### src/rtl/fp8dp_pkg.sv
// Package for the E4M3 dot-product unit: format and fixed-point constants.
`default_nettype none

package fp8dp_pkg;

   // E4M3 field layout
   localparam int BYTE_W      = 8;
   localparam int EXP_W       = 4;
   localparam int MANT_W      = 3;
   localparam int EXP_BIAS    = 7;
   localparam int EXP_MAX     = 15;

   // One clamped product weighs at most 2^17 accumulator LSBs (LSB = 2^-9)
   localparam int PROD_LOG    = 17;
   localparam int PROD_W      = PROD_LOG + 1;

   // Significand product: 4 x 4 bits
   localparam int SIG_W       = MANT_W + 1;
   localparam int SIGPROD_W   = 2 * SIG_W;

   // Product exponent sum (ea + eb + carries), thresholds on the raw biased sum
   localparam int ESUM_W      = EXP_W + 2;
   localparam int ESUM_ZERO   = EXP_BIAS;              // at or below: product is +0
   localparam int ESUM_SAT    = EXP_BIAS + EXP_MAX;    // at or above: product saturates
   localparam int ESUM_SHIFT0 = EXP_BIAS + 1;          // biased exponent 1 -> shift 0

   localparam int MAX_TERMS_DEFAULT = 4;

endpackage : fp8dp_pkg

`default_nettype wire

### src/rtl/fp8_e4m3_dot_product.sv
// E4M3 dot-product unit: pipelined multiply, fixed-point accumulate, E4M3 conversion.
//
//   channel | ports                                               | direction
//   --------+-----------------------------------------------------+----------
//   req     | req_valid, req_stall, req_first_operand,            | in
//           | req_second_operand, req_last_term                   |
//   rsp     | rsp_valid, rsp_stall, rsp_dot_result                | out
//
// One request is accepted per cycle while req_stall is low. A request passes an input
// register, a product register, then the accumulator; a last term moves the sum into a
// conversion register, and from there its result passes to the output register. Reset
// (synchronous) clears all valid flags and the accumulator. A stalled output only holds
// back stages whose contents must reach it; non-last terms keep flowing into the
// accumulator.
`default_nettype none

module fp8_e4m3_dot_product #(
   parameter int MAX_TERMS = fp8dp_pkg::MAX_TERMS_DEFAULT
) (
   input  wire logic        clock,
   input  wire logic        reset,
   input  wire logic        req_valid,
   output logic             req_stall,
   input  wire logic [7:0]  req_first_operand,
   input  wire logic [7:0]  req_second_operand,
   input  wire logic        req_last_term,
   output logic             rsp_valid,
   input  wire logic        rsp_stall,
   output logic [7:0]       rsp_dot_result
);

   localparam int PROD_W = fp8dp_pkg::PROD_W;
   localparam int SUM_W  = $clog2((MAX_TERMS + 1) * (2 ** fp8dp_pkg::PROD_LOG) + 1) + 1;
   localparam int MAG_W  = SUM_W - 1;
   localparam int P_W    = $clog2(MAG_W);
   localparam int E8_W   = P_W + 1;
   localparam logic signed [SUM_W-1:0] LIMIT =
      SUM_W'(MAX_TERMS * (2 ** fp8dp_pkg::PROD_LOG));

   // ---------------------------------------------------------------
   // Pipeline control
   // ---------------------------------------------------------------
   logic s1_valid_ff, s2_valid_ff, s3_valid_ff, rsp_valid_ff;
   logic s2_last_ff;
   logic out_can, s3_can, s3_move, s2_move, s2_can, s1_move, s1_can;

   always_comb begin
      out_can = !rsp_valid_ff || !rsp_stall;
      s3_move = s3_valid_ff && out_can;
      s3_can  = !s3_valid_ff || out_can;
      s2_move = s2_valid_ff && (!s2_last_ff || s3_can);
      s2_can  = !s2_valid_ff || s2_move;
      s1_move = s1_valid_ff && s2_can;
      s1_can  = !s1_valid_ff || s1_move;
   end

   assign req_stall = !s1_can;
   assign rsp_valid = rsp_valid_ff;

   // ---------------------------------------------------------------
   // Stage 1: input register
   // ---------------------------------------------------------------
   logic [7:0] s1_a_ff, s1_b_ff;
   logic       s1_last_ff;

   always_ff @(posedge clock) begin
      if (reset) begin
         s1_valid_ff <= 1'b0;
      end else if (s1_can) begin
         s1_valid_ff <= req_valid;
      end
      if (s1_can && req_valid) begin
         s1_a_ff    <= req_first_operand;
         s1_b_ff    <= req_second_operand;
         s1_last_ff <= req_last_term;
      end
   end

   // ---------------------------------------------------------------
   // Product: 4x4 significand multiply, renormalize, round half up
   // ---------------------------------------------------------------
   logic [3:0]        sig_a, sig_b;
   logic [7:0]        sig_prod;
   logic              norm;
   logic [6:0]        sig_norm;
   logic [7:0]        sig_rnd;
   logic              rnd_carry;
   logic [3:0]        sig4;
   logic [5:0]        esum;
   logic [3:0]        shamt;
   logic [PROD_W-1:0] prod_mag_in;
   logic              prod_neg_in;

   always_comb begin
      sig_a     = {1'b1, s1_a_ff[2:0]};
      sig_b     = {1'b1, s1_b_ff[2:0]};
      sig_prod  = sig_a * sig_b;
      norm      = sig_prod[7];
      sig_norm  = norm ? sig_prod[7:1] : sig_prod[6:0];
      sig_rnd   = {1'b0, sig_norm} + 8'd4;
      rnd_carry = sig_rnd[7];
      sig4      = rnd_carry ? 4'd8 : sig_rnd[6:3];
      esum      = {2'b00, s1_a_ff[6:3]} + {2'b00, s1_b_ff[6:3]}
                  + 6'(norm) + 6'(rnd_carry);
      shamt     = 4'(esum - 6'(fp8dp_pkg::ESUM_SHIFT0));
      prod_neg_in = s1_a_ff[7] ^ s1_b_ff[7];
      if (esum <= 6'(fp8dp_pkg::ESUM_ZERO)) begin
         prod_mag_in = '0;
      end else if (esum >= 6'(fp8dp_pkg::ESUM_SAT)) begin
         prod_mag_in = PROD_W'(1) << fp8dp_pkg::PROD_LOG;
      end else begin
         prod_mag_in = PROD_W'(sig4) << shamt;
      end
   end

   // ---------------------------------------------------------------
   // Stage 2: product register
   // ---------------------------------------------------------------
   logic [PROD_W-1:0] s2_mag_ff;
   logic              s2_neg_ff;

   always_ff @(posedge clock) begin
      if (reset) begin
         s2_valid_ff <= 1'b0;
      end else if (s2_can) begin
         s2_valid_ff <= s1_valid_ff;
      end
      if (s2_can && s1_valid_ff) begin
         s2_mag_ff  <= prod_mag_in;
         s2_neg_ff  <= prod_neg_in;
         s2_last_ff <= s1_last_ff;
      end
   end

   // ---------------------------------------------------------------
   // Accumulate with saturation at +/- MAX_TERMS * 2^17
   // ---------------------------------------------------------------
   logic signed [SUM_W-1:0] acc_ff, acc_in;
   logic signed [SUM_W-1:0] prod_ext, sum_raw, sum_sat;

   always_comb begin
      prod_ext = SUM_W'(s2_mag_ff);
      if (s2_neg_ff) begin
         prod_ext = -prod_ext;
      end
      sum_raw = acc_ff + prod_ext;
      if (sum_raw > LIMIT) begin
         sum_sat = LIMIT;
      end else if (sum_raw < -LIMIT) begin
         sum_sat = -LIMIT;
      end else begin
         sum_sat = sum_raw;
      end
      acc_in = acc_ff;
      if (s2_move) begin
         acc_in = s2_last_ff ? '0 : sum_sat;
      end
   end

   always_ff @(posedge clock) begin
      if (reset) begin
         acc_ff <= '0;
      end else begin
         acc_ff <= acc_in;
      end
   end

   // ---------------------------------------------------------------
   // Stage 3: final sum register
   // ---------------------------------------------------------------
   logic signed [SUM_W-1:0] s3_sum_ff;
   logic                    s3_load;

   assign s3_load = s2_move && s2_last_ff;

   always_ff @(posedge clock) begin
      if (reset) begin
         s3_valid_ff <= 1'b0;
      end else if (s3_can) begin
         s3_valid_ff <= s3_load;
      end
      if (s3_load) begin
         s3_sum_ff <= sum_sat;
      end
   end

   // ---------------------------------------------------------------
   // Convert sum to E4M3: magnitude, leading one, normalize, round
   // ---------------------------------------------------------------
   logic signed [SUM_W-1:0] neg_sum;
   logic [MAG_W-1:0]        mag, mag_norm;
   logic [P_W-1:0]          lead;
   logic [4:0]              q5;
   logic [E8_W-1:0]         exp8;
   logic [2:0]              mant_out;
   logic [3:0]              exp_out;
   logic [7:0]              result_in;

   always_comb begin
      neg_sum = -s3_sum_ff;
      mag     = s3_sum_ff[SUM_W-1] ? neg_sum[MAG_W-1:0] : s3_sum_ff[MAG_W-1:0];
      lead    = '0;
      for (int i = 0; i < MAG_W; i++) begin
         if (mag[i]) begin
            lead = P_W'(i);
         end
      end
      mag_norm = mag << (P_W'(MAG_W - 1) - lead);
      q5       = {1'b0, mag_norm[MAG_W-1:MAG_W-4]} + 5'(mag_norm[MAG_W-5]);
      exp8     = E8_W'(lead) - E8_W'(2) + E8_W'(q5[4]);
      mant_out = q5[4] ? 3'd0 : q5[2:0];
      exp_out  = (exp8 > E8_W'(fp8dp_pkg::EXP_MAX)) ? 4'(fp8dp_pkg::EXP_MAX) : exp8[3:0];
      if (lead < P_W'(3)) begin
         // zero or below the smallest normal exponent
         result_in = 8'h00;
      end else begin
         result_in = {s3_sum_ff[SUM_W-1], exp_out, mant_out};
      end
   end

   // ---------------------------------------------------------------
   // Output register
   // ---------------------------------------------------------------
   logic [7:0] rsp_result_ff;

   always_ff @(posedge clock) begin
      if (reset) begin
         rsp_valid_ff <= 1'b0;
      end else if (out_can) begin
         rsp_valid_ff <= s3_valid_ff;
      end
      if (s3_move) begin
         rsp_result_ff <= result_in;
      end
   end

   assign rsp_dot_result = rsp_result_ff;

   // ---------------------------------------------------------------
   // Assertions
   // ---------------------------------------------------------------
   a_acc_in_range: assert property (@(posedge clock) disable iff (reset)
      (acc_ff <= LIMIT) && (acc_ff >= -LIMIT))
      else $error("accumulator outside saturation range");

   a_acc_clears: assert property (@(posedge clock) disable iff (reset)
      (s2_move && s2_last_ff) |=> (acc_ff == '0))
      else $error("accumulator not cleared after last term");

   a_no_exp_zero: assert property (@(posedge clock) disable iff (reset)
      rsp_valid_ff |-> ((rsp_result_ff[6:3] != 4'd0) || (rsp_result_ff == 8'h00)))
      else $error("result with exponent code 0 that is not zero");

endmodule : fp8_e4m3_dot_product

`default_nettype wire

### config.mk
export PLATFORM = sky130hd
export DESIGN_NAME = fp8_e4m3_dot_product
export DESIGN_NICKNAME = d
export VERILOG_FILES = /design/src/rtl/fp8dp_pkg.sv /design/src/rtl/fp8_e4m3_dot_product.sv
export SDC_FILE = /design/constraint.sdc
export NUM_CORES = 1
export LEC_CHECK = 0
export ABC_AREA = 1
export BUFFER_PORTS_ARGS = -buffer_cell sky130_fd_sc_hd__buf_2
export CORE_ASPECT_RATIO = 0.75
export CORE_MARGIN = 8
export CORE_UTILIZATION = 55
export DETAILED_ROUTE_END_ITERATION = 8
export PLACE_DENSITY = 0.78
export SYNTH_ARGS = -nofsm -noshare
export SYNTH_HDL_FRONTEND = slang
export SYNTH_SLANG_ARGS = --single-unit
### constraint.sdc
create_clock -name clock -period 18.1 [get_ports clock]
set_clock_uncertainty 0.2 [all_clocks]
set_input_delay 3.62 -clock clock [delete_from_list [all_inputs] [get_ports clock]]
set_output_delay 3.62 -clock clock [all_outputs]
set_load 0.1 [all_outputs]
# Yosys cells after proc, flatten, opt, wreduce, memory -nomap -nowiden
# Cells that the tools add are included.
totals:
  register_bits: 91
  elab_cells: 84
classes:
  n_bitwise: 1
  reduce_logical: 19
  order_cmp: 6
  n_mux: 28
  shifts: 2
  n_addsub: 12
  multipliers: 1
op_table:
  columns: ["op", "count"]
  rows:
  - ["5-bit two-way mux", 18]
  - ["21-bit two-way mux", 4]
  - ["21-bit adder", 1]
  - ["21-bit greater-than comparator, second input constant", 1]
  - ["21-bit by 20-bit less-than comparator with 1-bit output, second input constant", 1]
  - ["18-bit negator with 21-bit output", 1]
  - ["20-bit two-way mux", 1]
  - ["20-bit negator", 1]
  - ["20-bit by 5-bit left shift with 20-bit output", 1]
  - ["18-bit two-way mux", 1]
  - ["4-bit by 4-bit left shift with 18-bit output", 1]
  - ["6-bit by 1-bit adder with 6-bit output", 2]
  - ["7-bit by 3-bit adder with 8-bit output, second input constant", 1]
  - ["4-bit by 4-bit multiplier with 8-bit output", 1]
  - ["4-bit two-way mux", 2]
  - ["1-bit logical NOT", 7]
  - ["7-bit two-way mux", 1]
  - ["5-bit by 1-bit adder with 6-bit output", 1]
  - ["6-bit by 5-bit >= comparator with 1-bit output, second input constant", 1]
  - ["6-bit by 4-bit greater-than comparator with 1-bit output, second input constant", 1]
  - ["6-bit by 3-bit <= comparator with 1-bit output, second input constant", 1]
  - ["5-bit by 2-bit subtractor with 6-bit output, second input constant", 1]
  - ["4-bit by 1-bit adder with 5-bit output", 1]
  - ["4-bit by 4-bit adder with 5-bit output", 1]
  - ["other kinds (8)", 17]

# Logic depth before layout (Yosys ltp)
logic_depth:
  depth_word: 27
  depth_mapped: 46
  ltp_nobuf: 45

# Worst setup path after synthesis
# No wires, ideal clock.
synth_path:
  kind: "input port to output port"
  start: "in rsp_stall"
  end: "out req_stall"
  path_slack_ps: 8984
  t_required_ps: 14280
  arrival_time_ps: 5296
  stages: 4
  n_path_buf: 0
  path_cell_list: "nand2_1 -> nor2_1 -> nand3_1 -> nor2_1"
synth_via:
  elab_chain_len: 9
synth_lines:
  columns: ["item", "line", "source"]
  rows:
  - ["start, declared", "fp8_e4m3_dot_product.sv:28", "input wire logic rsp_stall,"]
  - ["1-bit logical NOT", "fp8_e4m3_dot_product.sv:48", "out_can = !rsp_valid_ff || !rsp_stall;"]
  - ["1-bit logical OR", "fp8_e4m3_dot_product.sv:48", null]
  - ["1-bit logical OR", "fp8_e4m3_dot_product.sv:50", "s3_can = !s3_valid_ff || out_can;"]
  - ["1-bit logical OR", "fp8_e4m3_dot_product.sv:51", "s2_move = s2_valid_ff && (!s2_last_ff || s3_can);"]
  - ["1-bit logical AND", "fp8_e4m3_dot_product.sv:51", null]
  - ["1-bit logical OR", "fp8_e4m3_dot_product.sv:52", "s2_can = !s2_valid_ff || s2_move;"]
  - ["1-bit logical AND", "fp8_e4m3_dot_product.sv:53", "s1_move = s1_valid_ff && s2_can;"]
  - ["1-bit logical OR", "fp8_e4m3_dot_product.sv:54", "s1_can = !s1_valid_ff || s1_move;"]
  - ["1-bit logical NOT", "fp8_e4m3_dot_product.sv:57", "assign req_stall = !s1_can;"]
  - ["end, declared", "fp8_e4m3_dot_product.sv:23", "output logic req_stall,"]
# Every way passes these cells.

# Worst setup path after layout
# Same ends and word-level chain as after synthesis.

==> metrics.cfg <==
[outcome]
status = finished, final reports clean

[floorplanning]
die_area_sq_mm = 0.0173
start_util = 0.563
fp.dieW_um = 149
die_h_um = 116
core_area_sq_mm = 0.0130
io_pins = 31
rows = 36

[synthesis]
netlist.area_leader.share = 0.270
ys_types = 58
yosysWarningCount = 0
synthFlopType = edfxtp_1
synth_top_area_cell = edfxtp_1
ys_ff_latch = 91
synth_nets = 1034
syn_area_per_cell_sq_um = 7.65
syn_inst = 959
seq_area_frac_synth = 0.338
yosys-top-cells-area = edfxtp_1 27%, nand2_1 11%, ha_1 7.8%
synth_edf_count = 66
ys_async_sr_fraction = 0
syn-cell-area_sq_mm = 0.00733

[timing]
setup_violations = 0
fin_hold_ws_ps = 222
fin_tns_setup_ps = 0
fmax_mhz = 117
fin_crit_sh = 0.471
timing.slew.headroom = 0.391
slew_viol_final = 0
rsz0062_at_grt = no
worst_slew_pin_slew_ps = 913
hold_viol = 0
min_period_ps = 8530

[clock_network]
cts_htree_levels = 3
clockRootBuffer = clkbuf_16
worstSkewPairLatency_ps = 350
clockBufferDepth = 2
cts_sinks = 91
postCtsHoldBufs = 0
tritoncts = done
cts_setup_buffers = 0
cts_resized = 0
clkTransAtPathRegs_ps = 70
cts_buffers = 9

[power_and_ir_drop]
p_leak_nw = 3.58
powerDensity_mw_per_mm2 = 91.9
ir_drop_v = 0.0000538
finalPower_uw = 723

[critical_path]
cp.arrival_ps = 4710
criticalPathCategory = in -> out
cp.buffers_inverters = 2
cp-start-kind = primary input
worst_ep_required_time_ps = 14280
endpoint_kind = primary output
cpPeakStageDelay_ps = 440
cp_cell_sequence = buf_2 > nand2_1 > nor2_1 > nand3_1 > nor2_1 > buf_2
cp_top_family = simple AND/OR/NAND/NOR gates
crit_slowest_cell = buf_2
path_max_fanout = 4

[placed_design]
dp_cells = 1140
io_buffers = 30
hpwl_um = 12700
place_congestion = 0.915

[finish]
diodes = 0
layout.nets = 1055
drive_gt1_frac = 0.113
multiInputGateArea_sq_mm = 0.00420
fillers = 1143
syn_to_final_growth_pct = 7.22
final_cells = 1156
register_area_sq_mm = 0.00248

[routing]
wirelength_um = 16100
viasPerCell = 5.41
wl_met3_um = 1500
num_vias = 6251
dr.max_layer_used = met4
drc_errors = 0
drt-met1-wl_um = 8370
drt_first_iter_violations = 667
wl_met2_um = 6110
first_pass_iters = 5
wl_per_cell_um = 14.0
antenna_left = 0

[global_route]
track_usage = 0.193
antenna_found_initial = 0
grt_pass1_wl_um = 27200
grt_pass1_vias = 5675
grt_remaining_overflow = 0
grt_max_degree = 26

[run]
drv_cap = 0

[hold_path]
hp-class = reg -> reg

==> Yosys cell counts (11+ instances only) <==
cell type	n
edfxtp_1	66
inv_1	120
ha_1	46
xor2_1	33
nand2_2	11
o21ai_1	16
xnor2_1	15
a21oi_1	52
nor2_1	101
nand3_1	99
dfxtp_1	25
nand2_1	209
o21ai_0	28
==> cell families after synthesis <==
logic type,share of synthesized area
flip-flops,0.338
buffers and inverters,0.0899
AO/OA/AOI/OAI,0.105
AND/OR/NAND/NOR,0.297
XOR/XNOR,0.0699
adder cells (fa/ha/maj),0.100
==> worst register-to-register path, delay by kind of cell (launching register included) <==
kind	cells	cell delay, ps
flip-flops	1	460
AND/OR/NAND/NOR	8	1160
AO/OA/AOI/OAI	8	1340
buffers and inverters	6	600
adder cells (fa/ha/maj)	6	2390
XOR/XNOR	1	470
==> routing by layer <==
metal	vias to the layer above	GRT usage
met1	2790	0.292
met3	17	0.0570
met4	0	0.0463
li1	3204	-
met5	-	0
met2	240	0.259
==> through the flow <==
| step | utilization | instance area [sq um] | worst slack (ps) |
|---|---|---|---|
| after global placement | 0.581 | 7560 | 9600 |
| after CTS | 0.604 | 7860 | 9570 |
| final | 0.604 | 7860 | 9570 |
| after floorplan | - | 7330 | 8980 |
| after detailed placement | 0.581 | 7560 | 9580 |
| after global routing | 0.604 | 7860 | 9490 |
==> power breakdown <==
group / switching, mW / total (mW) / internal (mW)
Sequential: 0.0117 / 0.258 / 0.246
Clock: 0.0919 / 0.190 / 0.0984
Combinational: 0.184 / 0.275 / 0.0908
==> worst paths after layout <==
kind / slack [ps] / cells past startpoint / startpoint / end
min reg2reg: 220 / 0 / s1_last_ff / s2_last_ff
max: 9570 / 6 / rsp_stall / req_stall
min: 220 / 0 / s1_last_ff / s2_last_ff
max reg2reg: 11220 / 29 / s1_b_ff[2] / s2_mag_ff[10]
==> cell type report <==
| class | count | area share |
|---|---|---|
| sequential | 91 | 0.316 |
| timing repair buffer | 32 | 0.0210 |
| clock inverter | 7 | 0.0102 |
| clock buffer | 9 | 0.0286 |
| multi-input combinational | 714 | 0.534 |
| inverter | 132 | 0.0633 |
| tap | 171 | 0.0272 |
==> registers in the layout (all words and copies together), names as in the netlist <==
signal / count
s1_last_ff: 1
rsp_valid: 1
s1_valid_ff: 1
rsp_dot_result: 8
acc_ff: 21
s1_b_ff: 8
s3_valid_ff: 1
s3_sum_ff: 21
s2_valid_ff: 1
s2_mag_ff: 18
s2_last_ff: 1
s1_a_ff: 8
s2_neg_ff: 1
==> placed cells by master, fill, tap and decap left out, drive strengths merged, types with 15 or more instances in the layout <==
cell type | synthesis | final
a21oi | 55 | 55
buf | 15 | 32
dfxtp | 25 | 25
edfxtp | 66 | 66
ha | 46 | 46
inv | 131 | 135
nand2 | 222 | 222
nand3 | 103 | 103
nor2 | 115 | 115
o21ai | 48 | 48
xnor2 | 15 | 15
xor2 | 38 | 38
Note: power is estimated with default switching activity, not from simulation.
